[src/rtl/core/srnce_pkg.sv]
`default_nettype none

package srnce_pkg;

  localparam int unsigned ScratchBytes = 32;
  localparam int unsigned ScratchIdxW = $clog2(ScratchBytes);

  // Offset value that marks a full scratchpad.
  localparam logic [ScratchIdxW:0] ScratchFull = (ScratchIdxW + 1)'(ScratchBytes);
  localparam logic [ScratchIdxW-1:0] ScratchLast = ScratchIdxW'(ScratchBytes - 1);

  localparam logic [7:0] CmdSkipRom = 8'hCC;
  localparam logic [7:0] CmdWriteSp = 8'h0F;
  localparam logic [7:0] CmdCopySp  = 8'h55;
  localparam logic [7:0] CmdReadMem = 8'hF0;

  localparam logic [15:0] AddrStoreEnd   = 16'h0200;
  localparam logic [15:0] AddrClockFirst = 16'h0202;
  localparam logic [15:0] AddrClockLast  = 16'h0206;

  localparam int unsigned ClockBytes = 5;

  typedef enum logic [2:0] {
    KindOneWireReset   = 3'd0,
    KindThreeWireReset = 3'd1,
    KindWrite          = 3'd2,
    KindRead           = 3'd3,
    KindClockPulse     = 3'd4,
    KindTick           = 3'd5
  } kind_e;

  typedef enum logic [3:0] {
    StepIdle    = 4'd0,
    StepCommand = 4'd1,
    StepAddrLo  = 4'd2,
    StepAddrHi  = 4'd3,
    StepEndOfs  = 4'd4,
    StepStart   = 4'd5,
    StepReadMem = 4'd6,
    StepWriteSp = 4'd7,
    StepCopySp  = 4'd8
  } step_e;

  typedef struct packed {
    logic step;
    logic clear;
    logic copy;
    logic capture;
  } ctl_cmd_t;

  typedef struct packed {
    logic copy_start;
    logic copy_last;
    logic clear_last;
  } dp_stat_t;

endpackage

`default_nettype wire

[src/rtl/core/srnce_ctrl.sv]
`default_nettype none

module srnce_ctrl import srnce_pkg::*; (
  input  wire logic     clk_i,
  input  wire logic     rst_ni,
  input  wire logic     in_valid_i,
  output logic          in_ready_o,
  output logic          out_valid_o,
  input  wire logic     out_ready_i,
  input  wire dp_stat_t stat_i,
  output ctl_cmd_t      cmd_o
);

  localparam logic [1:0] CtlClear  = 2'd0;
  localparam logic [1:0] CtlIdle   = 2'd1;
  localparam logic [1:0] CtlCopy   = 2'd2;
  localparam logic [1:0] CtlResult = 2'd3;

  logic [1:0] state_q, state_d;
  logic out_valid_q, out_valid_d;

  assign in_ready_o = (state_q == CtlIdle);

  always_comb begin
    state_d = state_q;
    cmd_o   = '0;
    unique case (state_q)
      CtlClear: begin
        cmd_o.clear = 1'b1;
        if (stat_i.clear_last) begin
          state_d = CtlIdle;
        end
      end
      CtlIdle: begin
        if (in_valid_i) begin
          cmd_o.step = 1'b1;
          state_d    = stat_i.copy_start ? CtlCopy : CtlResult;
        end
      end
      CtlCopy: begin
        cmd_o.copy = 1'b1;
        if (stat_i.copy_last) begin
          state_d = CtlResult;
        end
      end
      CtlResult: begin
        // The result moves into the output register once it is empty or draining.
        if (!out_valid_q || out_ready_i) begin
          cmd_o.capture = 1'b1;
          state_d       = CtlIdle;
        end
      end
      default: state_d = CtlIdle;
    endcase
  end

  always_comb begin
    out_valid_d = out_valid_q;
    if (cmd_o.capture) begin
      out_valid_d = 1'b1;
    end else if (out_ready_i) begin
      out_valid_d = 1'b0;
    end
  end

  always_ff @(posedge clk_i or negedge rst_ni) begin
    if (!rst_ni) begin
      state_q     <= CtlClear;
      out_valid_q <= 1'b0;
    end else begin
      state_q     <= state_d;
      out_valid_q <= out_valid_d;
    end
  end

  assign out_valid_o = out_valid_q;

`ifndef NO_ASSERTIONS
  a_no_accept_in_clear: assert property (@(posedge clk_i) disable iff (!rst_ni)
    (state_q == CtlClear) |-> !in_ready_o)
    else $error("transfer accepted during the clearing pass");

  a_capture_shows: assert property (@(posedge clk_i) disable iff (!rst_ni)
    cmd_o.capture |=> out_valid_o)
    else $error("captured result not presented");

  a_copy_ends: assert property (@(posedge clk_i) disable iff (!rst_ni)
    (state_q == CtlCopy && stat_i.copy_last) |=> (state_q == CtlResult))
    else $error("copy did not finish into the result state");

  a_plain_step: assert property (@(posedge clk_i) disable iff (!rst_ni)
    (in_valid_i && in_ready_o && !stat_i.copy_start) |=> (state_q == CtlResult))
    else $error("plain step did not go to the result state");
`endif

endmodule

`default_nettype wire

[config.mk]
export PLATFORM = sky130hd
export DESIGN_NAME = srnce_ctrl
export DESIGN_NICKNAME = d
export VERILOG_FILES = /design/src/rtl/core/srnce_pkg.sv /design/src/rtl/core/srnce_ctrl.sv
export SDC_FILE = /design/constraint.sdc
export NUM_CORES = 1
export LEC_CHECK = 0
export ABC_AREA = 0
export ABC_CLOCK_PERIOD_IN_PS = 1300
export BUFFER_PORTS_ARGS = -buffer_cell sky130_fd_sc_hd__buf_2
export CAP_MARGIN = 40
export CORE_AREA = 10 10 47 49
export DETAILED_ROUTE_END_ITERATION = 10
export DIE_AREA = 0 0 57 59
export HOLD_SLACK_MARGIN = 0.15
export PLACE_DENSITY = 0.53
export SLEW_MARGIN = 40
export SYNTH_ARGS = -nofsm -noshare
export SYNTH_HDL_FRONTEND = slang
export SYNTH_SLANG_ARGS = --single-unit
[constraint.sdc]
create_clock -name clk_i -period 1.3 [get_ports clk_i]
set_input_delay 0.325 -clock clk_i [delete_from_list [all_inputs] [get_ports clk_i]]
set_output_delay 0.325 -clock clk_i [all_outputs]
set_load 0.03 [all_outputs]
==> out/metrics.cfg <==
[routing]
dr.pass1.iters=1
drc_errors=0
wire_per_inst_um=10.97
vias_per_cell=3.864
drtIter0Drc=0
routed_wl_um=647
via_count=228
ant_nets=0

[synthesis]
postSynthCellCount=23
seq_area_frac_synth_pct=31.09
netlist_area_um2=241.5
synth_nets=34
synth-seq-cells=3
syn_avg_cell_area_um2=10.50
yosys_warnings=0
synth.distinct_cells=12

[place]
io_buffers=12
post-place-ws_ps=-83.83
routabilityCongestion=0.6711
hpwlAfterDp_um=496.5
postPlaceCellArea_um2=339.1
dp.cells=51

[cells_and_area]
drive_gt1_share_pct=74.42
diodes=0
final_util_pct=34.20
area_growth_pct=98.45
layout.nets=55
fin_cells=59
final_cell_area_um2=479.2
fillers=152

[floorplan]
num_rows=14
die_y_um=59
die_area_mm2=0.003363
pin_count=13
initial_utilization_pct=17.23
die_w_um=57
core_mm2=0.001401

[power_and_ir_drop]
ir_drop_mv=1.179
power_per_cell_area_mw_per_mm2=2819
finalPower_mw=1.351
power.leakage_nw=0.2190

[critical_path]
endpoint_kind=output port
slowest_stage=dfrtp_1
worstSetupStartpointType=register
arrival_ps=1120
path_cells=inv_2 > buf_4 > ha_4 > buf_6
max_stage_delay_ps=390
critPathBufInv=3
cp_data_required_time_ps=980
critPathTopFamily=flip-flops
critPathKind=register to output port
crit_fanout=3

[clock_network]
cts-root-buf=clkbuf_4
cts_tree=yes
numCtsBuffers=3
htreeDepth=1
clk_pin_slew_ps=40
insertion_delay_ps=230
cts.sinks=3
clockBufferDepth=2

[sta]
fmax_mhz=690.0
slew_violations=0
rsz0062_at_grt=yes
finalSetupViolCount=7
tightest_slew_ps=196.0
setup_ws_ps=-149.2
slew_headroom_pct=86.92
period_needed_ps=1449
hold_viol_final=0
finalCritPeriodShare_pct=111.5
skew_ps=0.9962

[grt]
first_global_vias=271
grt_pass1_wl_um=966
grt_max_degree=5
grt_usage_pct=3.752
gr-total-overflow=0
antenna_found_initial=0

[run_status]
violations=negative setup slack
status=finished, violations left

[worst_hold_path]
hp-class=primary input to register

[job]
maxCapViolations=0

[cell type report]
cell class / count / area [µm²] / share of cell area (%)
clock buffer: 4 / 26.28 / 5.483
inverter: 4 / 15.01 / 3.133
multi-input combinational: 15 / 210.2 / 43.86
sequential: 3 / 76.32 / 15.93
tap: 16 / 20.02 / 4.178
timing repair buffer: 17 / 131.4 / 27.42
[synthesized netlist by cell type, drive strengths merged]
cell type  number  area share (%)
dfrtp           3              31
buf             1             3.1
nand2b          4              11
o211ai          1             3.1
o2111ai         1             6.2
nand3b          1             3.1
inv             4             6.2
mux2            2             9.3
and2            2             5.7
ha              4              21
[cell families after synthesis]
family	Yosys count	synth area share, %
muxes	2	9.326
buffers and inverters	5	9.326
adders and majority gates	4	20.73
DFF	3	31.09
AOI/OAI and AO/OA	2	9.326
and+or+nand+nor	7	20.21
[routing by layer]
layer  wire [µm]  up-vias  global-route usage [%]
li1            -      114                       -
met1         184      112                   2.125
met2         450        2                   7.907
met3          12        0                  0.6438
met4           0        0                   5.034
met5           0        -                       0
[path summary, 6_finish.rpt]
path	start	endpoint	cells past startpoint	slack [ps]
worst max-delay path	state_q[1]	cmd_o[2]	4	-150
worst min-delay path	out_ready_i	out_valid_o	3	400
max in group asynchronous	rst_ni	state_q[0]	2	770
min in group asynchronous	rst_ni	out_valid_o	2	420
worst min register to register	out_valid_o	out_valid_o	2	550
worst max register to register	state_q[0]	state_q[1]	5	-120
[cells in the final DEF (no fill, tap or decap)]
cell type / n
nand3b_1: 1
clkbuf_4: 3
o2111ai_4: 1
clkbuf_1: 1
mux2_1: 1
buf_4: 4
nand2b_2: 1
nand2b_4: 1
mux2_4: 1
buf_6: 5
dfrtp_1: 2
and2_4: 2
ha_4: 3
inv_2: 2
inv_1: 2
o211ai_1: 1
dlygate4sd3_1: 1
dfrtp_2: 1
nand2b_1: 2
ha_2: 1
buf_2: 7
[stage by stage]
stage | setup TNS [ps] | hold WS (ps)
finish | -779.2 | 396.4
global route | -1137 | 409.0
CTS | -826.1 | 390.0
detailed placement | -226.9 | 123.1
global placement | -217.6 | 124.0
floorplan | -324.2 | 29.41
[where the power goes]
part	internal [mW]	switching [mW]	total (mW)
registers	0.149	0.0557	0.204
clock network	0.115	0.0462	0.161
logic	0.514	0.472	0.986
[registers in the layout, indices dropped and copies added, names as in the netlist]
| register | count |
|---|---|
| state_q | 2 |
| out_valid_o | 1 |
[worst register-to-register path: cells and delay by family, from the launching register on]
kind / cells / cell delay (ps)
AO/OA/AOI/OAI: 1 / 200
flip-flops: 1 / 440
buffers and inverters: 2 / 180
adder cells (fa/ha/maj): 1 / 140
multiplexers: 1 / 340
[what timing repair did]
item / in CTS / in global routing
pin swaps: 4 / 1
gates resized for setup: 20 / 0
setup endpoints to repair: 7 / 7
hold endpoints to repair: 3 / 0
hold buffers: 1 / 0
setup buffers: 3 / 0
No activity file was read; power rests on OpenSTA's default activity.
